File: src/rtl/core/smfp_pkg.sv
`default_nettype none
// ----------------------------------------------------------------------------
// smfp_pkg
// Shared widths, operation and status codes, and controller/datapath
// handshake structs for the seat map farthest-placement block.
// ----------------------------------------------------------------------------
package smfp_pkg;

   localparam int MAX_SEATS = 64;
   localparam int FUNC_W    = 3;
   localparam int IDX_W     = 6;
   localparam int CNT_W     = 7;
   localparam int MAP_W     = 64;
   localparam int DIST_W    = 7;
   localparam int STAT_W    = 2;

   localparam logic [CNT_W-1:0] COUNT_RESET = CNT_W'(MAX_SEATS);

   typedef enum logic [FUNC_W-1:0] {
      FN_QUERY  = 3'd0,
      FN_OCCUPY = 3'd1,
      FN_VACATE = 3'd2,
      FN_DIST   = 3'd3,
      FN_FIND   = 3'd4,
      FN_LOAD   = 3'd5
   } func_type;

   typedef enum logic [STAT_W-1:0] {
      ST_OK       = 2'd0,
      ST_RANGE    = 2'd1,
      ST_SAME     = 2'd2,
      ST_NO_EMPTY = 2'd3
   } status_type;

   // controller -> datapath
   typedef struct packed {
      logic capture;     // latch the accepted word
      logic exec_write;  // apply a single-step operation and load the result
      logic scan_start;  // clear the scan registers
      logic scan_step;   // examine one slot
      logic scan_write;  // load the scan result
   } ctl_cmd_type;

   // datapath -> controller
   typedef struct packed {
      logic needs_scan;
      logic scan_last;
      logic out_free;
   } ctl_sts_type;

endpackage
`default_nettype wire

File: src/rtl/core/smfp_datapath.sv
`default_nettype none
// ----------------------------------------------------------------------------
// smfp_datapath
// Occupancy map, slot count register, slot scanner and result register.
// ----------------------------------------------------------------------------
module smfp_datapath (
   input  wire logic                          clock,
   input  wire logic                          reset,
   input  wire logic                          csr_wr_en,
   input  wire logic [smfp_pkg::CNT_W-1:0]    csr_wr_data,
   input  wire logic [smfp_pkg::FUNC_W-1:0]   req_func,
   input  wire logic [smfp_pkg::IDX_W-1:0]    req_seat_index,
   input  wire logic [smfp_pkg::MAP_W-1:0]    req_load_map,
   input  wire logic                          rsp_stall,
   input  wire smfp_pkg::ctl_cmd_type         cmd,
   output smfp_pkg::ctl_sts_type              sts,
   output logic                               rsp_valid,
   output logic [smfp_pkg::STAT_W-1:0]        rsp_status,
   output logic                               rsp_seat_state,
   output logic [smfp_pkg::DIST_W-1:0]        rsp_distance,
   output logic [smfp_pkg::IDX_W-1:0]         rsp_chosen_seat
);
   import smfp_pkg::*;

   logic [CNT_W-1:0]  count_ff, count_in;
   logic [MAP_W-1:0]  occ_ff, occ_in;
   logic              rsp_valid_ff, rsp_valid_in;
   logic              last_vld_ff, last_vld_in;

   logic [FUNC_W-1:0] func_ff, func_in;
   logic [IDX_W-1:0]  idx_ff, idx_in;
   logic [MAP_W-1:0]  map_ff, map_in;
   logic [IDX_W-1:0]  pos_ff, pos_in;
   logic [IDX_W-1:0]  last_ff, last_in;
   logic [DIST_W-1:0] best_d_ff, best_d_in;
   logic [IDX_W-1:0]  best_s_ff, best_s_in;
   logic [STAT_W-1:0] status_ff, status_in;
   logic              state_ff, state_in;
   logic [DIST_W-1:0] dist_ff, dist_in;
   logic [IDX_W-1:0]  chosen_ff, chosen_in;

   logic [CNT_W-1:0]  n_eff;
   logic [CNT_W-1:0]  n_last_w;
   logic [IDX_W-1:0]  n_last;
   logic [MAP_W-1:0]  mask;
   logic              map_any;
   logic              in_range;
   logic              cur_bit;
   logic              scan_bit;

   logic [STAT_W-1:0] imm_status;
   logic              imm_state;
   logic [DIST_W-1:0] imm_dist;
   logic [MAP_W-1:0]  imm_occ;
   logic              needs_scan;

   logic [IDX_W-1:0]  gap;
   logic [IDX_W-1:0]  half;
   logic              cand_ok;
   logic [DIST_W-1:0] cand_d;
   logic [IDX_W-1:0]  cand_s;

   logic              tail_ok;
   logic [DIST_W-1:0] tail_d;
   logic [IDX_W-1:0]  tail_s;
   logic [DIST_W-1:0] fin_d;
   logic [IDX_W-1:0]  fin_s;
   logic [DIST_W-1:0] left_d;
   logic [STAT_W-1:0] scan_status;
   logic [DIST_W-1:0] scan_dist;
   logic [IDX_W-1:0]  scan_chosen;
   logic              out_free;

   // effective slot count, saturated into 1..MAX_SEATS
   always_comb begin
      priority if (count_ff == '0) begin
         n_eff = CNT_W'(1);
      end else if (count_ff > CNT_W'(MAX_SEATS)) begin
         n_eff = CNT_W'(MAX_SEATS);
      end else begin
         n_eff = count_ff;
      end
   end

   assign n_last_w = n_eff - CNT_W'(1);
   assign n_last   = n_last_w[IDX_W-1:0];

   always_comb begin
      for (int b = 0; b < MAP_W; b++) begin
         mask[b] = (CNT_W'(b) < n_eff);
      end
   end

   assign map_any  = |(occ_ff & mask);
   assign in_range = ({1'b0, idx_ff} < n_eff);
   // slot i lives at bit n-1-i
   assign cur_bit  = occ_ff[n_last - idx_ff];
   assign scan_bit = occ_ff[n_last - pos_ff];

   // single-step operations
   always_comb begin
      imm_status = ST_OK;
      imm_state  = 1'b0;
      imm_dist   = '0;
      imm_occ    = occ_ff;
      needs_scan = 1'b0;
      unique case (func_ff)
         FN_QUERY, FN_OCCUPY, FN_VACATE, FN_DIST: begin
            if (!in_range) begin
               imm_status = ST_RANGE;
            end else begin
               imm_state = cur_bit;
               unique case (func_ff)
                  FN_OCCUPY: begin
                     if (cur_bit) begin
                        imm_status = ST_SAME;
                     end else begin
                        imm_occ[n_last - idx_ff] = 1'b1;
                        imm_state = 1'b1;
                     end
                  end
                  FN_VACATE: begin
                     if (!cur_bit) begin
                        imm_status = ST_SAME;
                     end else begin
                        imm_occ[n_last - idx_ff] = 1'b0;
                        imm_state = 1'b0;
                     end
                  end
                  FN_DIST: begin
                     if (!cur_bit) begin
                        if (map_any) begin
                           needs_scan = 1'b1;
                        end else begin
                           imm_dist = n_eff;
                        end
                     end
                  end
                  default: begin
                  end
               endcase
            end
         end
         FN_FIND: begin
            needs_scan = 1'b1;
         end
         FN_LOAD: begin
            imm_occ = map_ff & mask;
         end
         default: begin
         end
      endcase
   end

   // candidate from the run of empty slots that ends at the current slot
   assign gap  = pos_ff - last_ff;
   assign half = gap >> 1;
   always_comb begin
      if (!last_vld_ff) begin
         cand_ok = scan_bit && (pos_ff != '0);
         cand_d  = {1'b0, pos_ff};
         cand_s  = '0;
      end else begin
         cand_ok = scan_bit && (gap >= IDX_W'(2));
         cand_d  = {1'b0, half};
         cand_s  = last_ff + half;
      end
   end

   // trailing run after the last occupied slot, or the whole map if empty
   always_comb begin
      if (last_vld_ff) begin
         tail_ok = (last_ff != n_last);
         tail_d  = {1'b0, n_last - last_ff};
         tail_s  = n_last;
      end else begin
         tail_ok = 1'b1;
         tail_d  = n_eff;
         tail_s  = '0;
      end
      if (tail_ok && (tail_d > best_d_ff)) begin
         fin_d = tail_d;
         fin_s = tail_s;
      end else begin
         fin_d = best_d_ff;
         fin_s = best_s_ff;
      end
   end

   assign left_d = {1'b0, idx_ff - last_ff};

   always_comb begin
      if (func_ff == FN_FIND) begin
         scan_status = (fin_d == '0) ? ST_NO_EMPTY : ST_OK;
         scan_dist   = fin_d;
         scan_chosen = (fin_d == '0) ? '0 : fin_s;
      end else begin
         scan_status = ST_OK;
         scan_chosen = '0;
         if (last_vld_ff && ((best_d_ff == '0) || (left_d < best_d_ff))) begin
            scan_dist = left_d;
         end else begin
            scan_dist = best_d_ff;
         end
      end
   end

   assign out_free = !rsp_valid_ff || !rsp_stall;

   // next-state logic
   always_comb begin
      count_in     = csr_wr_en ? csr_wr_data : count_ff;
      occ_in       = cmd.exec_write ? imm_occ : occ_ff;
      rsp_valid_in = rsp_valid_ff && rsp_stall;
      if (cmd.exec_write || cmd.scan_write) begin
         rsp_valid_in = 1'b1;
      end

      func_in   = cmd.capture ? req_func : func_ff;
      idx_in    = cmd.capture ? req_seat_index : idx_ff;
      map_in    = cmd.capture ? req_load_map : map_ff;

      pos_in      = pos_ff;
      last_in     = last_ff;
      last_vld_in = last_vld_ff;
      best_d_in   = best_d_ff;
      best_s_in   = best_s_ff;
      if (cmd.scan_start) begin
         pos_in      = '0;
         last_vld_in = 1'b0;
         best_d_in   = '0;
         best_s_in   = '0;
      end else if (cmd.scan_step) begin
         pos_in = pos_ff + IDX_W'(1);
         if (func_ff == FN_FIND) begin
            if (cand_ok && (cand_d > best_d_ff)) begin
               best_d_in = cand_d;
               best_s_in = cand_s;
            end
            if (scan_bit) begin
               last_in     = pos_ff;
               last_vld_in = 1'b1;
            end
         end else if (scan_bit) begin
            // distance: keep nearest occupied on the left, first on the right
            if (pos_ff < idx_ff) begin
               last_in     = pos_ff;
               last_vld_in = 1'b1;
            end else if (best_d_ff == '0) begin
               best_d_in = {1'b0, pos_ff - idx_ff};
            end
         end
      end

      status_in = status_ff;
      state_in  = state_ff;
      dist_in   = dist_ff;
      chosen_in = chosen_ff;
      if (cmd.exec_write) begin
         status_in = imm_status;
         state_in  = imm_state;
         dist_in   = imm_dist;
         chosen_in = '0;
      end else if (cmd.scan_write) begin
         status_in = scan_status;
         state_in  = 1'b0;
         dist_in   = scan_dist;
         chosen_in = scan_chosen;
      end
   end

   always_ff @(posedge clock) begin
      if (reset) begin
         count_ff     <= COUNT_RESET;
         occ_ff       <= '0;
         rsp_valid_ff <= 1'b0;
         last_vld_ff  <= 1'b0;
      end else begin
         count_ff     <= count_in;
         occ_ff       <= occ_in;
         rsp_valid_ff <= rsp_valid_in;
         last_vld_ff  <= last_vld_in;
      end
   end

   always_ff @(posedge clock) begin
      func_ff   <= func_in;
      idx_ff    <= idx_in;
      map_ff    <= map_in;
      pos_ff    <= pos_in;
      last_ff   <= last_in;
      best_d_ff <= best_d_in;
      best_s_ff <= best_s_in;
      status_ff <= status_in;
      state_ff  <= state_in;
      dist_ff   <= dist_in;
      chosen_ff <= chosen_in;
   end

   assign sts.needs_scan = needs_scan;
   assign sts.scan_last  = (pos_ff == n_last);
   assign sts.out_free   = out_free;

   assign rsp_valid       = rsp_valid_ff;
   assign rsp_status      = status_ff;
   assign rsp_seat_state  = state_ff;
   assign rsp_distance    = dist_ff;
   assign rsp_chosen_seat = chosen_ff;

endmodule
`default_nettype wire

File: src/rtl/core/smfp_ctrl.sv
`default_nettype none
// ----------------------------------------------------------------------------
// smfp_ctrl
// Sequencer: accepts a word, runs the single-step or scanning path and
// hands the result to the output register.
// ----------------------------------------------------------------------------
module smfp_ctrl (
   input  wire logic                   clock,
   input  wire logic                   reset,
   input  wire logic                   req_valid,
   output logic                        req_stall,
   input  wire smfp_pkg::ctl_sts_type  sts,
   output smfp_pkg::ctl_cmd_type       cmd
);
   import smfp_pkg::*;

   typedef enum logic [1:0] {
      S_IDLE,
      S_EXEC,
      S_SCAN,
      S_FINISH
   } fsm_type;

   fsm_type state_ff, state_in;

   always_comb begin
      state_in = state_ff;
      cmd      = '0;
      unique case (state_ff)
         S_IDLE: begin
            if (req_valid) begin
               cmd.capture = 1'b1;
               state_in    = S_EXEC;
            end
         end
         S_EXEC: begin
            if (sts.needs_scan) begin
               cmd.scan_start = 1'b1;
               state_in       = S_SCAN;
            end else if (sts.out_free) begin
               cmd.exec_write = 1'b1;
               state_in       = S_IDLE;
            end
         end
         S_SCAN: begin
            cmd.scan_step = 1'b1;
            if (sts.scan_last) begin
               state_in = S_FINISH;
            end
         end
         S_FINISH: begin
            if (sts.out_free) begin
               cmd.scan_write = 1'b1;
               state_in       = S_IDLE;
            end
         end
         default: begin
            state_in = S_IDLE;
         end
      endcase
   end

   always_ff @(posedge clock) begin
      if (reset) begin
         state_ff <= S_IDLE;
      end else begin
         state_ff <= state_in;
      end
   end

   assign req_stall = (state_ff != S_IDLE);

endmodule
`default_nettype wire

File: src/rtl/core/seat_map_farthest_placement.sv
`default_nettype none
// Query, occupy, vacate, load and trivial distance words are captured, then written to the
//   result register from the execute state; find and scanned distance words scan all n slots,
//   n = effective slot count, and are written from the finish state. One word at a time; the
//   scanner examines one slot per cycle, and a result write waits while the output register is held.
// Reset (synchronous, active high): all slots empty, slot count 64, no result pending.
// ----------------------------------------------------------------------------
// seat_map_farthest_placement
// Occupancy map of up to 64 slots with query, occupy, vacate, distance,
// farthest-empty-slot search and whole-map load.
// ----------------------------------------------------------------------------
module seat_map_farthest_placement (
   input  wire logic                          clock,
   input  wire logic                          reset,
   // configuration
   input  wire logic                          csr_wr_en,
   input  wire logic [smfp_pkg::CNT_W-1:0]    csr_wr_data,
   // request channel
   input  wire logic                          req_valid,
   output logic                               req_stall,
   input  wire logic [smfp_pkg::FUNC_W-1:0]   req_func,
   input  wire logic [smfp_pkg::IDX_W-1:0]    req_seat_index,
   input  wire logic [smfp_pkg::MAP_W-1:0]    req_load_map,
   // response channel
   output logic                               rsp_valid,
   input  wire logic                          rsp_stall,
   output logic [smfp_pkg::STAT_W-1:0]        rsp_status,
   output logic                               rsp_seat_state,
   output logic [smfp_pkg::DIST_W-1:0]        rsp_distance,
   output logic [smfp_pkg::IDX_W-1:0]         rsp_chosen_seat
);
   import smfp_pkg::*;

   ctl_cmd_type cmd;
   ctl_sts_type sts;

   // The controller takes a word only from its idle state; the word then
   // runs through one of two paths:
   //  - single step: the outcome follows from the range check, the addressed
   //    bit, the map-empty test or the loaded map, and goes straight to the output register.
   //  - scan: slots are examined in order, one per cycle. A find tracks the
   //    runs of empty slots between occupied ones: the middle of each run is
   //    its farthest slot, a leading run favors slot 0 and a trailing run
   //    the last slot. A distance scan keeps the nearest occupied slot on
   //    either side of the addressed one.
   // The output register decouples the two channels: a new word may be
   // accepted while the previous result still waits; its result holds in
   // the datapath until the register frees up.
   smfp_ctrl u_ctrl (
      .clock     (clock),
      .reset     (reset),
      .req_valid (req_valid),
      .req_stall (req_stall),
      .sts       (sts),
      .cmd       (cmd)
   );

   smfp_datapath u_datapath (
      .clock           (clock),
      .reset           (reset),
      .csr_wr_en       (csr_wr_en),
      .csr_wr_data     (csr_wr_data),
      .req_func        (req_func),
      .req_seat_index  (req_seat_index),
      .req_load_map    (req_load_map),
      .rsp_stall       (rsp_stall),
      .cmd             (cmd),
      .sts             (sts),
      .rsp_valid       (rsp_valid),
      .rsp_status      (rsp_status),
      .rsp_seat_state  (rsp_seat_state),
      .rsp_distance    (rsp_distance),
      .rsp_chosen_seat (rsp_chosen_seat)
   );

   // an accepted word blocks the request side on the next cycle
   a_busy_after_accept: assert property (@(posedge clock) disable iff (reset)
      (req_valid && !req_stall) |=> req_stall)
      else $error("request side open right after an accepted word");

   // a failed find reports neither a distance nor a slot
   a_no_empty_clean: assert property (@(posedge clock) disable iff (reset)
      (rsp_valid && (rsp_status == ST_NO_EMPTY)) |->
         ((rsp_distance == '0) && (rsp_chosen_seat == '0)))
      else $error("no-empty status with nonzero distance or slot");

   // an out-of-range word reports no slot data
   a_range_clean: assert property (@(posedge clock) disable iff (reset)
      (rsp_valid && (rsp_status == ST_RANGE)) |->
         (!rsp_seat_state && (rsp_distance == '0) && (rsp_chosen_seat == '0)))
      else $error("out-of-range status with slot data");

   // distance never exceeds the slot capacity
   a_dist_bound: assert property (@(posedge clock) disable iff (reset)
      rsp_valid |-> (rsp_distance <= DIST_W'(MAX_SEATS)))
      else $error("distance beyond slot capacity");

endmodule
`default_nettype wire
File: config.mk
export PLATFORM = sky130hd
export DESIGN_NAME = seat_map_farthest_placement
export DESIGN_NICKNAME = d
export VERILOG_FILES = /design/src/rtl/core/smfp_pkg.sv /design/src/rtl/core/smfp_datapath.sv /design/src/rtl/core/smfp_ctrl.sv /design/src/rtl/core/seat_map_farthest_placement.sv
export SDC_FILE = /design/constraint.sdc
export NUM_CORES = 1
export LEC_CHECK = 0
export BUFFER_PORTS_ARGS = -buffer_cell sky130_fd_sc_hd__buf_2
export CORE_MARGIN = 2
export CORE_UTILIZATION = 50
export CTS_CLUSTER_SIZE = 25
export DETAILED_ROUTE_END_ITERATION = 8
export PLACE_DENSITY = 0.69
export SYNTH_ARGS = -nofsm -noshare
export SYNTH_HDL_FRONTEND = slang
export SYNTH_HIERARCHICAL = 1
export SYNTH_SLANG_ARGS = --single-unit
File: constraint.sdc
create_clock -name clock -period 7 [get_ports clock]
set_clock_uncertainty 0.15 [all_clocks]
set_input_delay 0.7 -clock clock [delete_from_list [all_inputs] [get_ports clock]]
set_output_delay 0.7 -clock clock [all_outputs]
set_load 0.03 [all_outputs]
==> results.ini <==
[global_route]
grt_pass1_vias = 11900
antenna_found_initial = 0
grt_usage = 0.395
grt_max_degree = 68
grt_pass1_wl_mm = 77.1
gr-total-overflow = 0

[cells_and_area]
multiInputGateArea_um2 = 7330
nFillCells = 2224
final_cell_area_um2 = 14100
final_cell_mix = o21ai_0, a21oi_1, nand2_1, buf_2, dfxtp_1
instances_no_fill = 1815
antennaDiodeCount = 0
seq_area_um2 = 4650
layout_commonest_cell = o21ai_0
final_util = 0.577
layout-drive-gt1-share = 0.164
final_nets = 1632
area_growth_pct = 12.6

[timing]
tns_ns = 0
holdWs_ns = 0.265
rsz0062_at_grt = false
max_freq_ghz = 0.155
tightest_slew_ns = 1.36
slew_violations = 0
finalHoldViolations = 0
min_period_ns = 6.46
max_slew_margin = 0.0842
period_share = 0.923
setup_viol = 0

[critical_path]
cp_top_family = compound AO/OA/AOI/OAI gates
path_max_fanout = 29
arrival_ns = 6.66
path_cells = nor3_1 > buf_4 > a21oi_1 > nor2_1 > buf_4 > inv_1 > ha_1 > xnor2_1 > ha_1 > xnor2_2 > buf_4 > mux2_2 > o221ai_1 > or4_1 > a32oi_1 > mux2_2 > nor3_1 > a21o_1 > nor3_2 > inv_1 > a21oi_4 > buf_4 > a21oi_1 > a311oi_1
cp-start-kind = flip-flop
startpoint = u_datapath/count_ff[2]$_SDFFE_PP0P_
cp.buffers_inverters = 6
crit_required_ns = 7.20
cpPeakStageDelay_ns = 0.56
path_class = reg -> reg
critical-path-slowest-cell = a21oi_4
end_kind = flip-flop
cp_common_cell = buf_4
timing.rr.start = u_datapath/count_ff[2]$_SDFFE_PP0P_

[routing]
route.detailed.drc = 0
firstDrtPassIters = 7
drtAntennaViolNets = 0
wl_met2_mm = 22.2
highest_layer = met4
met3_wirelength_mm = 6.07
wl_per_cell_um = 28.7
drt-initial-drc-count = 1915
via_per_inst = 6.95
drt-met1-wl_mm = 20.4
wirelength_mm = 52.1
num_vias = 12600

[floorplanning]
die_w_um = 162
rows = 57
core_um2 = 24500
die_area_um2 = 26400
io_pins = 103
initial_utilization = 0.513
fp.dieH_um = 162

[place]
post_dp_cell_area_um2 = 13500
portBuffers = 102
place_congestion = 1.07
dp_cells = 1783
dp_hpwl_mm = 38.4

[logic_synthesis]
synth_seq_cells = 188
yosysSeqAreaShare = 0.371
synthesis.area_um2 = 12500
ys_async_sr_fraction = 0
syn_area_per_cell_um2 = 8.98
synth_ff_type = dfxtp_1
synth_edf_count = 89
syn_nets = 1551
synth_warnings = 6
synthCells = 1397
synthDistinctLibCells = 74

[clock_network]
cts_max_path_buffers = 2
post-cts-setup-buffers = 0
clk_latency_ns = 0.45
clk_pin_slew_ns = 0.09
cts_max_level = 4
post_cts_resize_count = 0
cts_root_buf = clkbuf_16
cts_tree = yes
numCtsBuffers = 17
ctsHoldBuffers = 0
clock-sinks = 188

[power]
power.density_nw_per_um2 = 293
p_leak_nw = 5.09
swShare = 0.422
vdd_ir_drop_max_v = 0.000173
pwr-share-seq = 0.327
comb_power_share = 0.422
internal_power_mw = 2.39
clkPwrFrac = 0.250
power_switching_mw = 1.75

[job]
maxCapViolCount = 0

[worst_hold_path]
hp-start = req_load_map[57]
hp-class = in -> reg

[run_status]
status = complete, no violations

## kinds of logic after synthesis
group	after synthesis	share of synthesized area
buffers and inverters	142	0.0469
AO/OA/AOI/OAI	504	0.260
adder cells (fa/ha/maj)	70	0.0738
AND/OR/NAND/NOR	401	0.152
flip-flops	188	0.371
XOR/XNOR	36	0.0251
multiplexers	56	0.0710
## metal layers
metal / track usage / up-vias
met5: 0 / -
met4: 0.219 / 0
met3: 0.100 / 203
met2: 0.590 / 957
met1: 0.523 / 5938
li1: - / 5509
## layout make-up
class	count	share of cell area
well taps	324	0.0287
repair buffers	152	0.0645
clock inverters	14	0.0139
flip-flops and latches	188	0.330
inverters	52	0.0138
multi-input cells	1067	0.519
clock buffers	18	0.0304
## power by group through the flow
stage | registers [mW] | logic [mW] | clock network, mW
6_report | 1.35 | 1.75 | 1.04
5_1_grt | 1.36 | 1.87 | 1.09
4_1_cts | 1.35 | 1.70 | 1.04
3_5_place_dp | 1.37 | 1.68 | 0
3_3_place_gp | 1.37 | 1.66 | 0
2_1_floorplan | 1.35 | 1.15 | 0
## path summary, 6_finish.rpt
kind / cells past startpoint / slack [ns] / endpoint
setup / recovery: 24 / 0.54 / flip-flop
hold / removal: 1 / 0.27 / u_datapath/map_ff[57]$_DFFE_PP_
setup reg to reg: 24 / 0.54 / flip-flop
hold reg to reg: 2 / 0.33 / u_datapath/best_s_ff[1]$_SDFFE_PP0P_
## cells in the mapped netlist, types with 39 or more instances
master	instances	area, µm²
nor2_1	98	368
dfxtp_1	99	1980
nor3_1	45	225
clkbuf_1	65	244
nand3_1	39	195
edfxtp_1	89	2670
o21ai_0	138	691
nand2_1	115	432
ha_1	62	776
a21oi_1	136	681
a311oi_1	40	350
inv_1	51	191
## per-stage QoR
step	total power [mW]	setup slack (ns)
after detailed placement	3.06	0.738
after floorplan	2.50	1.29
after global placement	3.03	0.971
after CTS	4.09	0.691
final	4.14	0.536
after global routing	4.32	0.154
## worst register-to-register path: stages, from the launching register on
cell,delay [ns]
dfxtp_1,0.32
nor3_1,0.19
buf_4,0.17
a21oi_1,0.13
nor2_1,0.12
buf_4,0.16
inv_1,0.08
ha_1,0.24
xnor2_1,0.45
ha_1,0.40
xnor2_2,0.17
buf_4,0.37
mux2_2,0.25
o221ai_1,0.10
or4_1,0.44
a32oi_1,0.32
mux2_2,0.32
nor3_1,0.09
a21o_1,0.24
nor3_2,0.20
inv_1,0.26
a21oi_4,0.57
buf_4,0.30
a21oi_1,0.09
a311oi_1,0.25
Power figures use the tool's default switching activity.
